<file path="src/sv/spa_pkg.sv">
`timescale 1ns / 1ps
// ----------------------------------------------------------------------------
// spa_pkg: shared types and constants of the servo PWM generator
// Register map, reset values, field widths and the pipeline control bundle.
// ----------------------------------------------------------------------------
package spa_pkg;

	localparam int ADC_BITS_DEF = 12;

	localparam int SAMPLE_W = 12;
	localparam int HELD_W   = 12;
	localparam int WIDTH_W  = 16;
	localparam int PERIOD_W = 16;
	localparam int PULSE_W  = 15;
	localparam int CUT_W    = 12;

	localparam int CFG_IDX_W  = 3;
	localparam int CFG_DATA_W = 16;

	// Register indexes of the configuration port.
	localparam logic [CFG_IDX_W-1:0] REG_PERIOD_TICKS    = 3'd0;
	localparam logic [CFG_IDX_W-1:0] REG_MIN_PULSE       = 3'd1;
	localparam logic [CFG_IDX_W-1:0] REG_PULSE_SPAN      = 3'd2;
	localparam logic [CFG_IDX_W-1:0] REG_HYSTERESIS_STEP = 3'd3;
	localparam logic [CFG_IDX_W-1:0] REG_LOW_CUT         = 3'd4;
	localparam logic [CFG_IDX_W-1:0] REG_HIGH_CUT        = 3'd5;
	localparam logic [CFG_IDX_W-1:0] REG_DEAD_LOW        = 3'd6;
	localparam logic [CFG_IDX_W-1:0] REG_DEAD_HIGH       = 3'd7;

	// Item kinds.
	localparam logic ACT_SAMPLE = 1'b0;
	localparam logic ACT_TICK   = 1'b1;

	// Register reset values.
	localparam logic [PERIOD_W-1:0] PERIOD_TICKS_RST    = 16'd20000;
	localparam logic [PULSE_W-1:0]  MIN_PULSE_RST       = 15'd500;
	localparam logic [PULSE_W-1:0]  PULSE_SPAN_RST      = 15'd2000;
	localparam logic [CUT_W-1:0]    HYSTERESIS_STEP_RST = 12'd50;
	localparam logic [CUT_W-1:0]    LOW_CUT_RST         = 12'd300;
	localparam logic [CUT_W-1:0]    HIGH_CUT_RST        = 12'd3900;
	localparam logic [CUT_W-1:0]    DEAD_LOW_RST        = 12'd2100;
	localparam logic [CUT_W-1:0]    DEAD_HIGH_RST       = 12'd2200;

	// State reset values.
	localparam logic [HELD_W-1:0]  CENTRE_LEVEL = 12'd2045;
	localparam logic [WIDTH_W-1:0] WIDTH_RST    = 16'd1500;

	typedef struct packed {
		logic [PERIOD_W-1:0] period_ticks;
		logic [PULSE_W-1:0]  min_pulse;
		logic [PULSE_W-1:0]  pulse_span;
		logic [CUT_W-1:0]    hysteresis_step;
		logic [CUT_W-1:0]    low_cut;
		logic [CUT_W-1:0]    high_cut;
		logic [CUT_W-1:0]    dead_low;
		logic [CUT_W-1:0]    dead_high;
	} cfg_t;

	// Load enables of the pipeline: take fills stage 1, advN moves stage N on.
	typedef struct packed {
		logic take;
		logic adv1;
		logic adv2;
		logic adv3;
	} pipe_ctl_t;

endpackage

</file>
<file path="src/sv/spa_item_if.sv">
`timescale 1ns / 1ps
// ----------------------------------------------------------------------------
// spa_item_if: input channel of the servo PWM generator
// Carries one ADC sample or one timer tick per transfer.
// ----------------------------------------------------------------------------
interface spa_item_if
	import spa_pkg::*;
();
	logic                valid;
	logic                ready;
	logic                action;
	logic [SAMPLE_W-1:0] adc_sample;

	modport source(output valid, action, adc_sample, input ready);
	modport sink(input valid, action, adc_sample, output ready);
endinterface

</file>
<file path="src/sv/spa_result_if.sv">
`timescale 1ns / 1ps
// ----------------------------------------------------------------------------
// spa_result_if: result channel of the servo PWM generator
// Carries the pin level, pending pulse width and held level per transfer.
// ----------------------------------------------------------------------------
interface spa_result_if
	import spa_pkg::*;
();
	logic               valid;
	logic               ready;
	logic               servo_pin;
	logic [WIDTH_W-1:0] pulse_width;
	logic [HELD_W-1:0]  held_level;

	modport source(output valid, servo_pin, pulse_width, held_level, input ready);
	modport sink(input valid, servo_pin, pulse_width, held_level, output ready);
endinterface

</file>
<file path="src/sv/servo_pwm_from_adc.sv">
`timescale 1ns / 1ps
// ----------------------------------------------------------------------------
// servo_pwm_from_adc: servo PWM generator driven by a joystick ADC
// Smooths ADC samples into a held level, maps it to a pulse width and drives
// the servo pin from a tick-driven period counter.
// ----------------------------------------------------------------------------
// Usage: each transfer on the item channel is either an ADC sample
// (action = 0) or one timer tick (action = 1). Every item yields exactly one
// transfer on the result channel, in order: the pin level after the item,
// the pending pulse width for the next period and the held level.
// The block is a four-register pipeline (input, mapped level, product,
// result) and takes one item per cycle while the result channel does not
// stall; the filter and hysteresis state closes its loop in the first stage
// and the period counter in the third.
// When the result receiver stalls, items keep entering until all four
// registers hold an item; ready then drops until a result transfer frees
// a slot. Configuration registers are written through the plain write port;
// the user must write them only while no item is in flight (not enforced).
// Reset clears the pipeline and sets the registers and state to their
// defaults: pin low, counter zero, pulse widths 1500, levels at centre.
// ----------------------------------------------------------------------------
module servo_pwm_from_adc
	import spa_pkg::*;
#(
	parameter int ADC_BITS = ADC_BITS_DEF
) (
	input  logic                  clk,
	input  logic                  arst_n,
	input  logic                  cfg_we,
	input  logic [CFG_IDX_W-1:0]  cfg_index,
	input  logic [CFG_DATA_W-1:0] cfg_data,
	spa_item_if.sink              item,
	spa_result_if.source          result
);

	localparam int LVL_W = (ADC_BITS > HELD_W) ? ADC_BITS : HELD_W;

	cfg_t               cfg;
	pipe_ctl_t          ctl;

	logic               valid_s1;
	logic               valid_s2;
	logic               valid_s3;
	logic               out_valid_q;

	logic               action_s2;
	logic [HELD_W-1:0]  held_s2;
	logic [LVL_W-1:0]   level_s2;
	logic               action_s3;
	logic [HELD_W-1:0]  held_s3;
	logic [WIDTH_W-1:0] width_s3;

	// Each stage moves on when the next one is empty or moving on itself.
	always_comb begin
		ctl.adv3 = valid_s3 && (!out_valid_q || result.ready);
		ctl.adv2 = valid_s2 && (!valid_s3 || ctl.adv3);
		ctl.adv1 = valid_s1 && (!valid_s2 || ctl.adv2);
		ctl.take = item.valid && item.ready;
	end

	assign item.ready = !valid_s1 || ctl.adv1;

	always_ff @(posedge clk or negedge arst_n) begin
		if (!arst_n) begin
			valid_s1    <= 1'b0;
			valid_s2    <= 1'b0;
			valid_s3    <= 1'b0;
			out_valid_q <= 1'b0;
		end else begin
			valid_s1    <= ctl.take || (valid_s1 && !ctl.adv1);
			valid_s2    <= ctl.adv1 || (valid_s2 && !ctl.adv2);
			valid_s3    <= ctl.adv2 || (valid_s3 && !ctl.adv3);
			out_valid_q <= ctl.adv3 || (out_valid_q && !result.ready);
		end
	end

	spa_cfg_regs u_cfg (
		.clk       (clk),
		.arst_n    (arst_n),
		.cfg_we    (cfg_we),
		.cfg_index (cfg_index),
		.cfg_data  (cfg_data),
		.cfg       (cfg)
	);

	spa_level #(.ADC_BITS(ADC_BITS)) u_level (
		.clk        (clk),
		.arst_n     (arst_n),
		.cfg        (cfg),
		.ctl        (ctl),
		.action     (item.action),
		.adc_sample (item.adc_sample),
		.action_s2  (action_s2),
		.held_s2    (held_s2),
		.level_s2   (level_s2)
	);

	spa_scale #(.ADC_BITS(ADC_BITS)) u_scale (
		.clk       (clk),
		.cfg       (cfg),
		.ctl       (ctl),
		.action_s2 (action_s2),
		.held_s2   (held_s2),
		.level_s2  (level_s2),
		.action_s3 (action_s3),
		.held_s3   (held_s3),
		.width_s3  (width_s3)
	);

	spa_pwm u_pwm (
		.clk       (clk),
		.arst_n    (arst_n),
		.cfg       (cfg),
		.ctl       (ctl),
		.action_s3 (action_s3),
		.held_s3   (held_s3),
		.width_s3  (width_s3),
		.pin_out   (result.servo_pin),
		.width_out (result.pulse_width),
		.held_out  (result.held_level)
	);

	assign result.valid = out_valid_q;

	empty_input_stage_ready: assert property (@(posedge clk) disable iff (!arst_n)
		!valid_s1 |-> item.ready)
		else $error("input stage empty but not ready");

	full_pipe_blocks_input: assert property (@(posedge clk) disable iff (!arst_n)
		(valid_s1 && valid_s2 && valid_s3 && out_valid_q && !result.ready) |-> !item.ready)
		else $error("item taken while every stage is full and the output is stalled");

endmodule

</file>
<file path="src/sv/spa_cfg_regs.sv">
`timescale 1ns / 1ps
// ----------------------------------------------------------------------------
// spa_cfg_regs: configuration register file
// Write-only registers, loaded from the plain write port.
// ----------------------------------------------------------------------------
module spa_cfg_regs
	import spa_pkg::*;
(
	input  logic                  clk,
	input  logic                  arst_n,
	input  logic                  cfg_we,
	input  logic [CFG_IDX_W-1:0]  cfg_index,
	input  logic [CFG_DATA_W-1:0] cfg_data,
	output cfg_t                  cfg
);

	cfg_t cfg_q;

	always_ff @(posedge clk or negedge arst_n) begin
		if (!arst_n) begin
			cfg_q.period_ticks    <= PERIOD_TICKS_RST;
			cfg_q.min_pulse       <= MIN_PULSE_RST;
			cfg_q.pulse_span      <= PULSE_SPAN_RST;
			cfg_q.hysteresis_step <= HYSTERESIS_STEP_RST;
			cfg_q.low_cut         <= LOW_CUT_RST;
			cfg_q.high_cut        <= HIGH_CUT_RST;
			cfg_q.dead_low        <= DEAD_LOW_RST;
			cfg_q.dead_high       <= DEAD_HIGH_RST;
		end else if (cfg_we) begin
			case (cfg_index)
				REG_PERIOD_TICKS:    cfg_q.period_ticks    <= cfg_data[PERIOD_W-1:0];
				REG_MIN_PULSE:       cfg_q.min_pulse       <= cfg_data[PULSE_W-1:0];
				REG_PULSE_SPAN:      cfg_q.pulse_span      <= cfg_data[PULSE_W-1:0];
				REG_HYSTERESIS_STEP: cfg_q.hysteresis_step <= cfg_data[CUT_W-1:0];
				REG_LOW_CUT:         cfg_q.low_cut         <= cfg_data[CUT_W-1:0];
				REG_HIGH_CUT:        cfg_q.high_cut        <= cfg_data[CUT_W-1:0];
				REG_DEAD_LOW:        cfg_q.dead_low        <= cfg_data[CUT_W-1:0];
				REG_DEAD_HIGH:       cfg_q.dead_high       <= cfg_data[CUT_W-1:0];
				default: begin
				end
			endcase
		end
	end

	assign cfg = cfg_q;

endmodule

</file>
<file path="src/sv/spa_level.sv">
`timescale 1ns / 1ps
// ----------------------------------------------------------------------------
// spa_level: input register, smoothing filter, hysteresis and level mapping
// Owns the smoothed and held state; hands the mapped level to stage 2.
// ----------------------------------------------------------------------------
module spa_level
	import spa_pkg::*;
#(
	parameter int ADC_BITS = ADC_BITS_DEF,
	localparam int LVL_W = (ADC_BITS > HELD_W) ? ADC_BITS : HELD_W
) (
	input  logic                clk,
	input  logic                arst_n,
	input  cfg_t                cfg,
	input  pipe_ctl_t           ctl,
	input  logic                action,
	input  logic [SAMPLE_W-1:0] adc_sample,
	output logic                action_s2,
	output logic [HELD_W-1:0]   held_s2,
	output logic [LVL_W-1:0]    level_s2
);

	localparam logic [LVL_W-1:0] ADC_MAX = LVL_W'((1 << ADC_BITS) - 1);

	logic                action_s1;
	logic [SAMPLE_W-1:0] sample_s1;
	logic [HELD_W-1:0]   smoothed_q;
	logic [HELD_W-1:0]   held_q;

	logic [LVL_W-1:0]    x_ext;
	logic [HELD_W-1:0]   x_sat;
	logic [HELD_W+1:0]   filt_sum;
	logic [HELD_W-1:0]   smooth_nxt;
	logic [HELD_W-1:0]   diff;
	logic [HELD_W-1:0]   held_nxt;
	logic [LVL_W-1:0]    level;
	logic                upd;

	always_ff @(posedge clk) begin
		if (ctl.take) begin
			action_s1 <= action;
			sample_s1 <= adc_sample;
		end
	end

	assign upd = ctl.adv1 && (action_s1 == ACT_SAMPLE);

	always_comb begin
		// Narrow converters saturate the sample at their full scale.
		x_ext = LVL_W'(sample_s1);
		x_sat = (x_ext > ADC_MAX) ? ADC_MAX[HELD_W-1:0] : sample_s1;

		filt_sum   = {2'b00, smoothed_q} + {1'b0, smoothed_q, 1'b0} + {2'b00, x_sat};
		smooth_nxt = filt_sum[HELD_W+1:2];

		diff = (smooth_nxt > held_q) ? (smooth_nxt - held_q) : (held_q - smooth_nxt);
		if (action_s1 == ACT_SAMPLE && diff > cfg.hysteresis_step) begin
			held_nxt = smooth_nxt;
		end else begin
			held_nxt = held_q;
		end

		// The cuts are applied in order; the dead band test sees the clamped value.
		level = LVL_W'(held_nxt);
		if (level > LVL_W'(cfg.high_cut)) begin
			level = ADC_MAX;
		end
		if (level < LVL_W'(cfg.low_cut)) begin
			level = '0;
		end
		if (level < LVL_W'(cfg.dead_high) && level > LVL_W'(cfg.dead_low)) begin
			level = LVL_W'(CENTRE_LEVEL);
		end
	end

	always_ff @(posedge clk or negedge arst_n) begin
		if (!arst_n) begin
			smoothed_q <= CENTRE_LEVEL;
			held_q     <= CENTRE_LEVEL;
		end else if (upd) begin
			smoothed_q <= smooth_nxt;
			held_q     <= held_nxt;
		end
	end

	always_ff @(posedge clk) begin
		if (ctl.adv1) begin
			action_s2 <= action_s1;
			held_s2   <= held_nxt;
			level_s2  <= level;
		end
	end

	held_only_on_sample: assert property (@(posedge clk) disable iff (!arst_n)
		!upd |=> $stable(held_q))
		else $error("held level changed without a sample transfer");

endmodule

</file>
<file path="src/sv/spa_scale.sv">
`timescale 1ns / 1ps
// ----------------------------------------------------------------------------
// spa_scale: level to pulse width scaling
// Stage 2 multiplies by the span; stage 3 divides by full scale and adds
// the minimum pulse with saturation.
// ----------------------------------------------------------------------------
module spa_scale
	import spa_pkg::*;
#(
	parameter int ADC_BITS = ADC_BITS_DEF,
	localparam int LVL_W = (ADC_BITS > HELD_W) ? ADC_BITS : HELD_W
) (
	input  logic               clk,
	input  cfg_t               cfg,
	input  pipe_ctl_t          ctl,
	input  logic               action_s2,
	input  logic [HELD_W-1:0]  held_s2,
	input  logic [LVL_W-1:0]   level_s2,
	output logic               action_s3,
	output logic [HELD_W-1:0]  held_s3,
	output logic [WIDTH_W-1:0] width_s3
);

	localparam int PROD_W = LVL_W + PULSE_W;
	localparam int FOLDS  = (PROD_W + ADC_BITS - 1) / ADC_BITS + 1;
	localparam logic [PROD_W-1:0] FULL_SCALE = PROD_W'((1 << ADC_BITS) - 1);

	logic [PROD_W-1:0] prod_s3;
	logic [PROD_W-1:0] rem;
	logic [PROD_W-1:0] hi;
	logic [PROD_W-1:0] quot;
	logic [PROD_W:0]   wsum;

	always_ff @(posedge clk) begin
		if (ctl.adv2) begin
			action_s3 <= action_s2;
			held_s3   <= held_s2;
			prod_s3   <= PROD_W'(level_s2) * PROD_W'(cfg.pulse_span);
		end
	end

	// Division by 2^N - 1: each fold moves the bits above N into the quotient
	// and adds them back into the remainder, since 2^N leaves a remainder of 1.
	// Once the remainder is below twice the divisor, one compare finishes it.
	always_comb begin
		rem  = prod_s3;
		quot = '0;
		for (int i = 0; i < FOLDS; i++) begin
			hi   = rem >> ADC_BITS;
			quot = quot + hi;
			rem  = hi + (rem & FULL_SCALE);
		end
		quot = quot + PROD_W'(rem >= FULL_SCALE);

		wsum = (PROD_W + 1)'(cfg.min_pulse) + (PROD_W + 1)'(quot);
		if (|wsum[PROD_W:WIDTH_W]) begin
			width_s3 = '1;
		end else begin
			width_s3 = wsum[WIDTH_W-1:0];
		end
	end

endmodule

</file>
<file path="src/sv/spa_pwm.sv">
`timescale 1ns / 1ps
// ----------------------------------------------------------------------------
// spa_pwm: period counter, pin control and result register
// Samples update the pending width; ticks advance the period and drive the pin.
// ----------------------------------------------------------------------------
module spa_pwm
	import spa_pkg::*;
(
	input  logic               clk,
	input  logic               arst_n,
	input  cfg_t               cfg,
	input  pipe_ctl_t          ctl,
	input  logic               action_s3,
	input  logic [HELD_W-1:0]  held_s3,
	input  logic [WIDTH_W-1:0] width_s3,
	output logic               pin_out,
	output logic [WIDTH_W-1:0] width_out,
	output logic [HELD_W-1:0]  held_out
);

	logic [WIDTH_W-1:0]  pending_q;
	logic [WIDTH_W-1:0]  active_q;
	logic [PERIOD_W-1:0] count_q;
	logic                pin_q;

	logic [WIDTH_W-1:0]  pending_nxt;
	logic [WIDTH_W-1:0]  active_nxt;
	logic [PERIOD_W-1:0] count_inc;
	logic [PERIOD_W-1:0] count_nxt;
	logic                pin_nxt;

	logic                out_pin_q;
	logic [WIDTH_W-1:0]  out_width_q;
	logic [HELD_W-1:0]   out_held_q;

	always_comb begin
		pending_nxt = pending_q;
		active_nxt  = active_q;
		count_nxt   = count_q;
		pin_nxt     = pin_q;
		count_inc   = count_q + PERIOD_W'(1);
		if (action_s3 == ACT_SAMPLE) begin
			pending_nxt = width_s3;
		end else begin
			if (count_inc >= cfg.period_ticks) begin
				count_nxt  = '0;
				pin_nxt    = 1'b1;
				active_nxt = pending_q;
			end else begin
				count_nxt = count_inc;
			end
			// A zero width drops the pin again in the same tick as the wrap.
			if (count_nxt == active_nxt) begin
				pin_nxt = 1'b0;
			end
		end
	end

	always_ff @(posedge clk or negedge arst_n) begin
		if (!arst_n) begin
			pending_q <= WIDTH_RST;
			active_q  <= WIDTH_RST;
			count_q   <= '0;
			pin_q     <= 1'b0;
		end else if (ctl.adv3) begin
			pending_q <= pending_nxt;
			active_q  <= active_nxt;
			count_q   <= count_nxt;
			pin_q     <= pin_nxt;
		end
	end

	always_ff @(posedge clk) begin
		if (ctl.adv3) begin
			out_pin_q   <= pin_nxt;
			out_width_q <= pending_nxt;
			out_held_q  <= held_s3;
		end
	end

	assign pin_out   = out_pin_q;
	assign width_out = out_width_q;
	assign held_out  = out_held_q;

	// While the pin is high the counter has not yet reached the active width.
	pin_high_below_width: assert property (@(posedge clk) disable iff (!arst_n)
		pin_q |-> (count_q < active_q))
		else $error("pin high with counter at or past the active width");

endmodule
</file>
<file path="src/flat_wrapper.sv">
// flat-port wrapper written by rule: the top's interface ports become plain ports
module servo_pwm_from_adc_flat import spa_pkg::*;
#(
	parameter int ADC_BITS = ADC_BITS_DEF
)
  (clk, arst_n, cfg_we, cfg_index, cfg_data, item_valid, item_action, item_adc_sample, item_ready, result_valid, result_servo_pin, result_pulse_width, result_held_level, result_ready);
  spa_item_if item_i ();
  spa_result_if result_i ();
  input  logic clk;
  input  logic arst_n;
  input  logic cfg_we;
  input  logic [CFG_IDX_W-1:0] cfg_index;
  input  logic [CFG_DATA_W-1:0] cfg_data;
  input wire logic [$bits(item_i.valid)-1:0] item_valid;
  input wire logic [$bits(item_i.action)-1:0] item_action;
  input wire logic [$bits(item_i.adc_sample)-1:0] item_adc_sample;
  output wire logic [$bits(item_i.ready)-1:0] item_ready;
  output wire logic [$bits(result_i.valid)-1:0] result_valid;
  output wire logic [$bits(result_i.servo_pin)-1:0] result_servo_pin;
  output wire logic [$bits(result_i.pulse_width)-1:0] result_pulse_width;
  output wire logic [$bits(result_i.held_level)-1:0] result_held_level;
  input wire logic [$bits(result_i.ready)-1:0] result_ready;
  assign item_i.valid = item_valid;
  assign item_i.action = item_action;
  assign item_i.adc_sample = item_adc_sample;
  assign item_ready = item_i.ready;
  assign result_valid = result_i.valid;
  assign result_servo_pin = result_i.servo_pin;
  assign result_pulse_width = result_i.pulse_width;
  assign result_held_level = result_i.held_level;
  assign result_i.ready = result_ready;
  servo_pwm_from_adc #(.ADC_BITS(ADC_BITS)) u_core (.clk(clk), .arst_n(arst_n), .cfg_we(cfg_we), .cfg_index(cfg_index), .cfg_data(cfg_data), .item(item_i), .result(result_i));
endmodule
</file>
<file path="config.mk">
export PLATFORM = sky130hd
export DESIGN_NAME = servo_pwm_from_adc_flat
export DESIGN_NICKNAME = d
export VERILOG_FILES = /design/src/sv/spa_pkg.sv /design/src/sv/spa_item_if.sv /design/src/sv/spa_result_if.sv /design/src/sv/servo_pwm_from_adc.sv /design/src/sv/spa_cfg_regs.sv /design/src/sv/spa_level.sv /design/src/sv/spa_scale.sv /design/src/sv/spa_pwm.sv /design/src/flat_wrapper.sv
export SDC_FILE = /design/constraint.sdc
export NUM_CORES = 1
export LEC_CHECK = 0
export BUFFER_PORTS_ARGS = -buffer_cell sky130_fd_sc_hd__buf_2
export CAP_MARGIN = 20
export CORE_MARGIN = 2
export CORE_UTILIZATION = 45
export CTS_CLUSTER_SIZE = 16
export DETAILED_ROUTE_END_ITERATION = 10
export PLACE_DENSITY = 0.72
export RECOVER_POWER = 25
export SLEW_MARGIN = 5
export SYNTH_ARGS = -nofsm -noshare
export SYNTH_HDL_FRONTEND = slang
export SYNTH_SLANG_ARGS = --single-unit
</file>
<file path="constraint.sdc">
create_clock -name clk -period 35.5 [get_ports clk]
set_input_delay 1.775 -clock clk [delete_from_list [all_inputs] [get_ports clk]]
set_output_delay 1.775 -clock clk [all_outputs]
set_load 0.02 [all_outputs]
</file>
After elaboration in Yosys (flattened, before gate mapping)
Index checks and enable logic that the tools add are counted.
{ "word_totals": {"regBits": 290, "latchBits": 0, "ram_bits": 0, "rom_bits": 0, "input_bits": 37, "output_inout_bits": 31, "elab_cells": 114, "n_memories": 0} }
{ "classes": {"add_sub_neg": 14, "multipliers": 1, "n_div": 0, "magnitude_cmp": 9, "n_eq_ne": 8, "shifts": 0, "n_mux": 14, "bitwise_logic": 1, "n_reduce_logical": 38} }
{ "op_table": {"columns": ["operator", "count"], "rows": [
  ["$mux W16", 6],
  ["$mux W12", 5],
  ["$gt A12 B12 Y1", 4],
  ["$add A15 B27 Y28", 1],
  ["$add A27 B1 Y27", 1],
  ["$ge A27 B12 Y1 const B", 1],
  ["$mul A12 B15 Y27", 1],
  ["$add A1 B12 Y13", 2],
  ["$lt A12 B12 Y1", 2],
  ["$sub A12 B12 Y12", 2],
  ["$add A17 B1 Y18", 1],
  ["$reduce_and A2 Y1", 9],
  ["$add A16 B1 Y17", 1],
  ["$add A15 B12 Y16", 1],
  ["$add A15 B4 Y16", 1],
  ["$add A16 B1 Y16 const B", 1],
  ["$eq A16 B16 Y1", 1],
  ["$ge A16 B16 Y1", 1],
  ["$add A12 B13 Y14", 1],
  ["$add A14 B12 Y14", 1],
  ["$add A4 B12 Y13", 1],
  ["$eq A3 B3 Y1 const B", 4],
  ["$gt A12 B12 Y1 const B", 1],
  ["$reduce_or A12 Y1", 1],
  ["8 further kinds", 35]
]} }

Longest topological paths before layout
{ "logic_depth": {"ltp_word": 14, "ltp_mapped": 59, "ltp_nobuf": 53} }

Modules after synthesis
From an unflattened synthesis, not the netlist that was laid out.
{ "hier_totals": {"cells_unflattened": 2309, "area_unflattened_um2": 23751.5} }
{ "modules_own_cells": {"columns": ["mod", "instances", "cells_each", "area_per_inst_um2", "seq_area_each_um2"], "rows": [
  ["spa_scale", 1, 1092, 9688.0, 1201.2],
  ["spa_level", 1, 629, 5770.5, 1766.7],
  ["spa_cfg_regs", 1, 230, 4078.9, 2702.6],
  ["spa_pwm", 1, 341, 4023.9, 2114.5],
  ["servo_pwm_from_adc", 1, 17, 190.2, 100.1]
]} }

Worst setup path after synthesis
OpenSTA, ideal clock, no wires.
{ "synth_timing": {"path_type": "reg2reg", "start": "register u_core.u_level.smoothed_q[0]", "end": "register u_core.u_level.level_s2[10] (data pin)", "setup_ns": 0.264, "t_arrival_ns": 11.084, "required_time_ns": 35.236, "path_slack_ns": 24.152, "path_stages_with_launch": 56, "n_path_buf": 6, "synth_period_minus_slack_ns": 11.348, "path_cell_list": "dfstp_2 fa_1 and3_1 fa_1 a21o_1 a21oi_1 o21ai_0 a311oi_1 xnor2_1 ha_1 clkbuf_1 nand4_1 or3_1 o21ai_1 buf_2 mux2i_1 xnor2_1 ha_1 [20 not listed] a21oi_1 o21ai_0 a21oi_1 and3_1 a31oi_1 clkbuf_1 and2_1 ha_1 a21o_1 a21o_1 a21o_1 a21o_1 a221oi_1 o21ai_0 o41a_1 a41oi_1 clkbuf_1 nand2b_1"} }
{ "synth_between": {"elab_chain_cells": 13, "word_cells_on_any_way": 16, "cone_classes": "add/sub (4); order compare (6); mux (4); reduce/logical (2)"} }
{ "synth_rtl": {"columns": ["item", "line_no", "rtl"], "rows": [
  ["from (decl)", "spa_level.sv:27", "logic [HELD_W-1:0] smoothed_q;"],
  ["from (signal assigned)", "spa_level.sv:81", "smoothed_q <= smooth_nxt;"],
  ["$add A12 B13 Y14 (*)", "spa_level.sv:53", "filt_sum = {2'b00, smoothed_q} + {1'b0, smoothed_q, 1'b0} + {2'b00, x_sat};"],
  ["$add A14 B12 Y14 (*)", "spa_level.sv:53", null],
  ["net u_core.u_level.filt_sum[11]", "spa_level.sv:32", "logic [HELD_W+1:0] filt_sum;"],
  ["$sub A12 B12 Y12 / $gt A12 B12 Y1 (equally long branches)", "spa_level.sv:56", "diff = (smooth_nxt > held_q) ? (smooth_nxt - held_q) : (held_q - smooth_nxt);"],
  ["$mux W12 (*)", "spa_level.sv:56", null],
  ["$gt A12 B12 Y1 (*)", "spa_level.sv:57", "if (action_s1 == ACT_SAMPLE && diff > cfg.hysteresis_step) begin"],
  ["$logic_and A1 B1 Y1 (*)", "spa_level.sv:57", null],
  ["$mux W12 (*)", "spa_level.sv:57", null],
  ["net u_core.u_level.held_nxt[1]", "spa_level.sv:35", "logic [HELD_W-1:0] held_nxt;"],
  ["$gt A12 B12 Y1", "spa_level.sv:65", "if (level > LVL_W'(cfg.high_cut)) begin"],
  ["$mux W12 (*)", "spa_level.sv:65", null],
  ["$lt A12 B12 Y1", "spa_level.sv:68", "if (level < LVL_W'(cfg.low_cut)) begin"],
  ["$mux W12 (*)", "spa_level.sv:68", null],
  ["$lt A12 B12 Y1 / $gt A12 B12 Y1 (equally long branches)", "spa_level.sv:71", "if (level < LVL_W'(cfg.dead_high) && level > LVL_W'(cfg.dead_low)) begin"],
  ["$logic_and A1 B1 Y1", "spa_level.sv:71", null],
  ["to (signal assigned)", "spa_level.sv:90", "level_s2 <= level;"],
  ["to (decl)", "spa_level.sv:20", "output logic [LVL_W-1:0] level_s2"]
]} }
The timed path passes the listed nets; every way through them passes the cells marked *.
A chain may end at the register's enable or synchronous reset.

Worst setup path after layout
{ "layout_timing": {"start": "register u_core.u_level.smoothed_q[0]", "end": "register u_core.u_level.level_s2[0] (data pin)"} }
The elaborated chain is that of the path after synthesis.

==> results.yml <==
cts:
  clock_latency_ns: 0.55
  cts_resized: 0
  clock_path_buffers: 3
  post_cts_buffers: 0
  root_buffer: "clkbuf_16"
  postCtsHoldBufs: 0
  cts_buffers: 34
  htree_levels: 2
  cts_tree: "done"
  clkTransAtPathRegs_ns: 0.06
  cts_sinks: 290
floorplan:
  coreArea_mm2: 0.0502
  dieArea_mm2: 0.0526
  die_x_um: 229
  ios: 68
  dieHeight_um: 229
  initial_core_util_pct: 45.6
  num_rows: 82
run_status:
  violations: "capacitance limit, slew limit"
  outcome: "finished with violations"
setup_path:
  arrival_ns: 12.92
  crit_required_ns: 35.76
  critPathTopFamily: "compound AO/OA/AOI/OAI gates"
  critPathKind: "flip-flop to flip-flop"
  path_buf_inv: 3
  slowest_delay_ns: 0.74
  rr_startpoint: "u_core.u_level.smoothed_q[0]"
  cp_slowest_cell: "a41oi_1"
  cpMostUsedCell: "a21o_1"
  end_kind: "flip-flop"
  r2r_end: "u_core.u_level.level_s2[0]"
  r2r_setup_slack_ns: 22.84
  start_kind: "flip-flop"
  r2r_cells: 51
  crit_fanout: 17
min_path:
  hold_path_class: "flip-flop to flip-flop"
  min_from: "u_core.u_scale.held_s3[8]"
  hold_path_end: "u_core.u_pwm.held_out[8]"
  worstHoldPathCells: 0
layout:
  fillers: 4509
  antennaDiodeCount: 0
  fin_util_pct: 49.8
  final_nets: 2699
  areaGrowthSynthToFinish_pct: 9.12
  drive_gt1_share_pct: 13.8
  layout_common_cells: "286 x inv_1, 264 x nand2_1, 220 x ha_1"
  mostFrequentLayoutCell: "inv_1"
routing:
  drtPass1Iterations: 5
  wire_per_inst_um: 18.0
  vias: 16300
  wl_um: 53800
  vias_per_cell: 5.45
  postRouteAntennaNets: 0
  drtIter0Drc: 1139
  route.detailed.drc: 0
timing:
  setup_viol: 0
  hold_viol_final: 0
  slew-limit-headroom_pct: -123
  fin_crit_ns: 12.66
  finalMaxSlewViolations: 119
  clock_skew_ns: 0.0146
  fmax_ghz: 0.0790
  finalCritPeriodShare_pct: 35.7
  worst_pin_slew_ns: 3.34
  rsz0062_at_grt: "false"
  fin_tns_setup_ns: 0
logic_synthesis:
  synthArstFlopShare_pct: 63.1
  postSynthAreaPerCell_um2: 10.1
  synth_fa_ha_area_share_pct: 25.1
  synth_seq_cells: 290
  ys.warnings.count: 0
  muxShareOfSynthArea_pct: 5.85
  synthesis.nets: 2663
  synthCells: 2257
  yosys.area.top_type_share_pct: 14.0
  synth.largest_area_cell: "edfxtp_1"
  synthTopCellsByArea: "edfxtp_1 14%, fa_1 13%, ha_1 12%"
  ys_seq_area_share_pct: 34.5
  synth_edf_count: 107
  synthDistinctLibCells: 83
  synth_compound_area_share_pct: 11.0
  synth_xor_area_share_pct: 4.91
  synthSimpleGateAreaFrac_pct: 12.6
  syn-cell-area_mm2: 0.0229
  synth_top_family_by_area: "adder cells"
  synth-main-ff-cell: "dfrtp_1"
global_route:
  grt_pass1_vias: 16800
  grt-busiest-layer: "met2"
  grt_first_pass_wirelength_um: 88300
  antenna_found_initial: 0
  grt_util_met2_pct: 34.3
  met1_usage_pct: 28.7
  gr-total-overflow: 0
  grt_use_met3_pct: 2.61
  grt_usage_pct: 20.9
  grt_max_degree: 69
job:
  maxCapViolCount: 2
place:
  dp.final_hpwl_um: 41000
  globalplace.congestion: 0.929
  port_buffers: 67
==> state kept, by name, indices dropped and copies added (netlist names), 16 cells and up <==
signal,count
u_core.u_pwm.pending_q,16
u_core.u_scale.prod_s3,27
u_core.u_pwm.active_q,16
u_core.u_pwm.count_q,16
u_core.u_pwm.width_out,16
u_core.u_cfg.cfg,106
==> area by class of cell <==
class / count / area [um2] / share of cell area, %
multi-input cells: 1601 / 13600 / 54.5
clock inverters: 17 / 189 / 0.757
clock buffers: 45 / 943 / 3.78
repair buffers: 80 / 423 / 1.69
well taps: 672 / 841 / 3.37
flip-flops and latches: 290 / 7890 / 31.6
inverters: 286 / 1070 / 4.30
==> worst max path at each step <==
| stage | start | end | slack, ns | cells past startpoint |
|---|---|---|---|---|
| 6_report | u_core.u_level.smoothed_q[0] | u_core.u_level.level_s2[0] | 22.84 | 51 |
| 5_1_grt | u_core.u_level.smoothed_q[0] | u_core.u_level.level_s2[8] | 21.82 | 52 |
| 4_1_cts | u_core.u_level.smoothed_q[0] | u_core.u_level.level_s2[0] | 22.89 | 51 |
| 3_5_place_dp | u_core.u_level.smoothed_q[0] | u_core.u_level.level_s2[0] | 22.91 | 51 |
| 3_3_place_gp | u_core.u_level.smoothed_q[0] | u_core.u_level.level_s2[0] | 23.27 | 50 |
| 2_1_floorplan | u_core.u_level.smoothed_q[0] | u_core.u_level.level_s2[10] | 24.15 | 55 |
==> per-stage QoR <==
stage	instance area [um2]	instances	hold slack (ns)	setup WS, ns
after detailed placement	23800	2927	0.405	22.91
after CTS	25000	2989	0.417	22.89
final	25000	2991	0.417	22.84
after floorplan	22900	2257	0.400	24.15
after global placement	23800	2926	0.406	23.27
after global routing	25000	2991	0.424	21.82
==> metal layers <==
metal,vias up,part of all wire (%)
met5,-,0
met4,0,2.5
met1,8050,45
met3,97,4.8
met2,434,47
li1,7718,-
==> synth_stat cells, types with 15 or more instances <==
cell and n:
inv_1 286, nand2_1 264, ha_1 220, fa_1 149, a21oi_1 113, o21ai_0 113, dfrtp_1 109, edfxtp_1 107
mux2_2 101, and2_1 79, dfstp_2 74, xnor2_1 72, clkbuf_1 65, a21o_1 56, nor2_1 56, xor2_1 51
nand2b_1 35, nand3_1 31, nand4_1 26, nor2b_1 25, mux2i_1 20, o21a_1 18, a211oi_1 15
==> cell families after synthesis <==
group	after synthesis
multiplexers	121
AND/OR/NAND/NOR	584
buffers and inverters	366
flip-flops	290
AO/OA/AOI/OAI	402
XOR/XNOR	125
adder cells (fa/ha/maj)	369
Power is not shown: default switching activity piles up to over one toggle a cycle in this logic, so the estimate is an artifact.
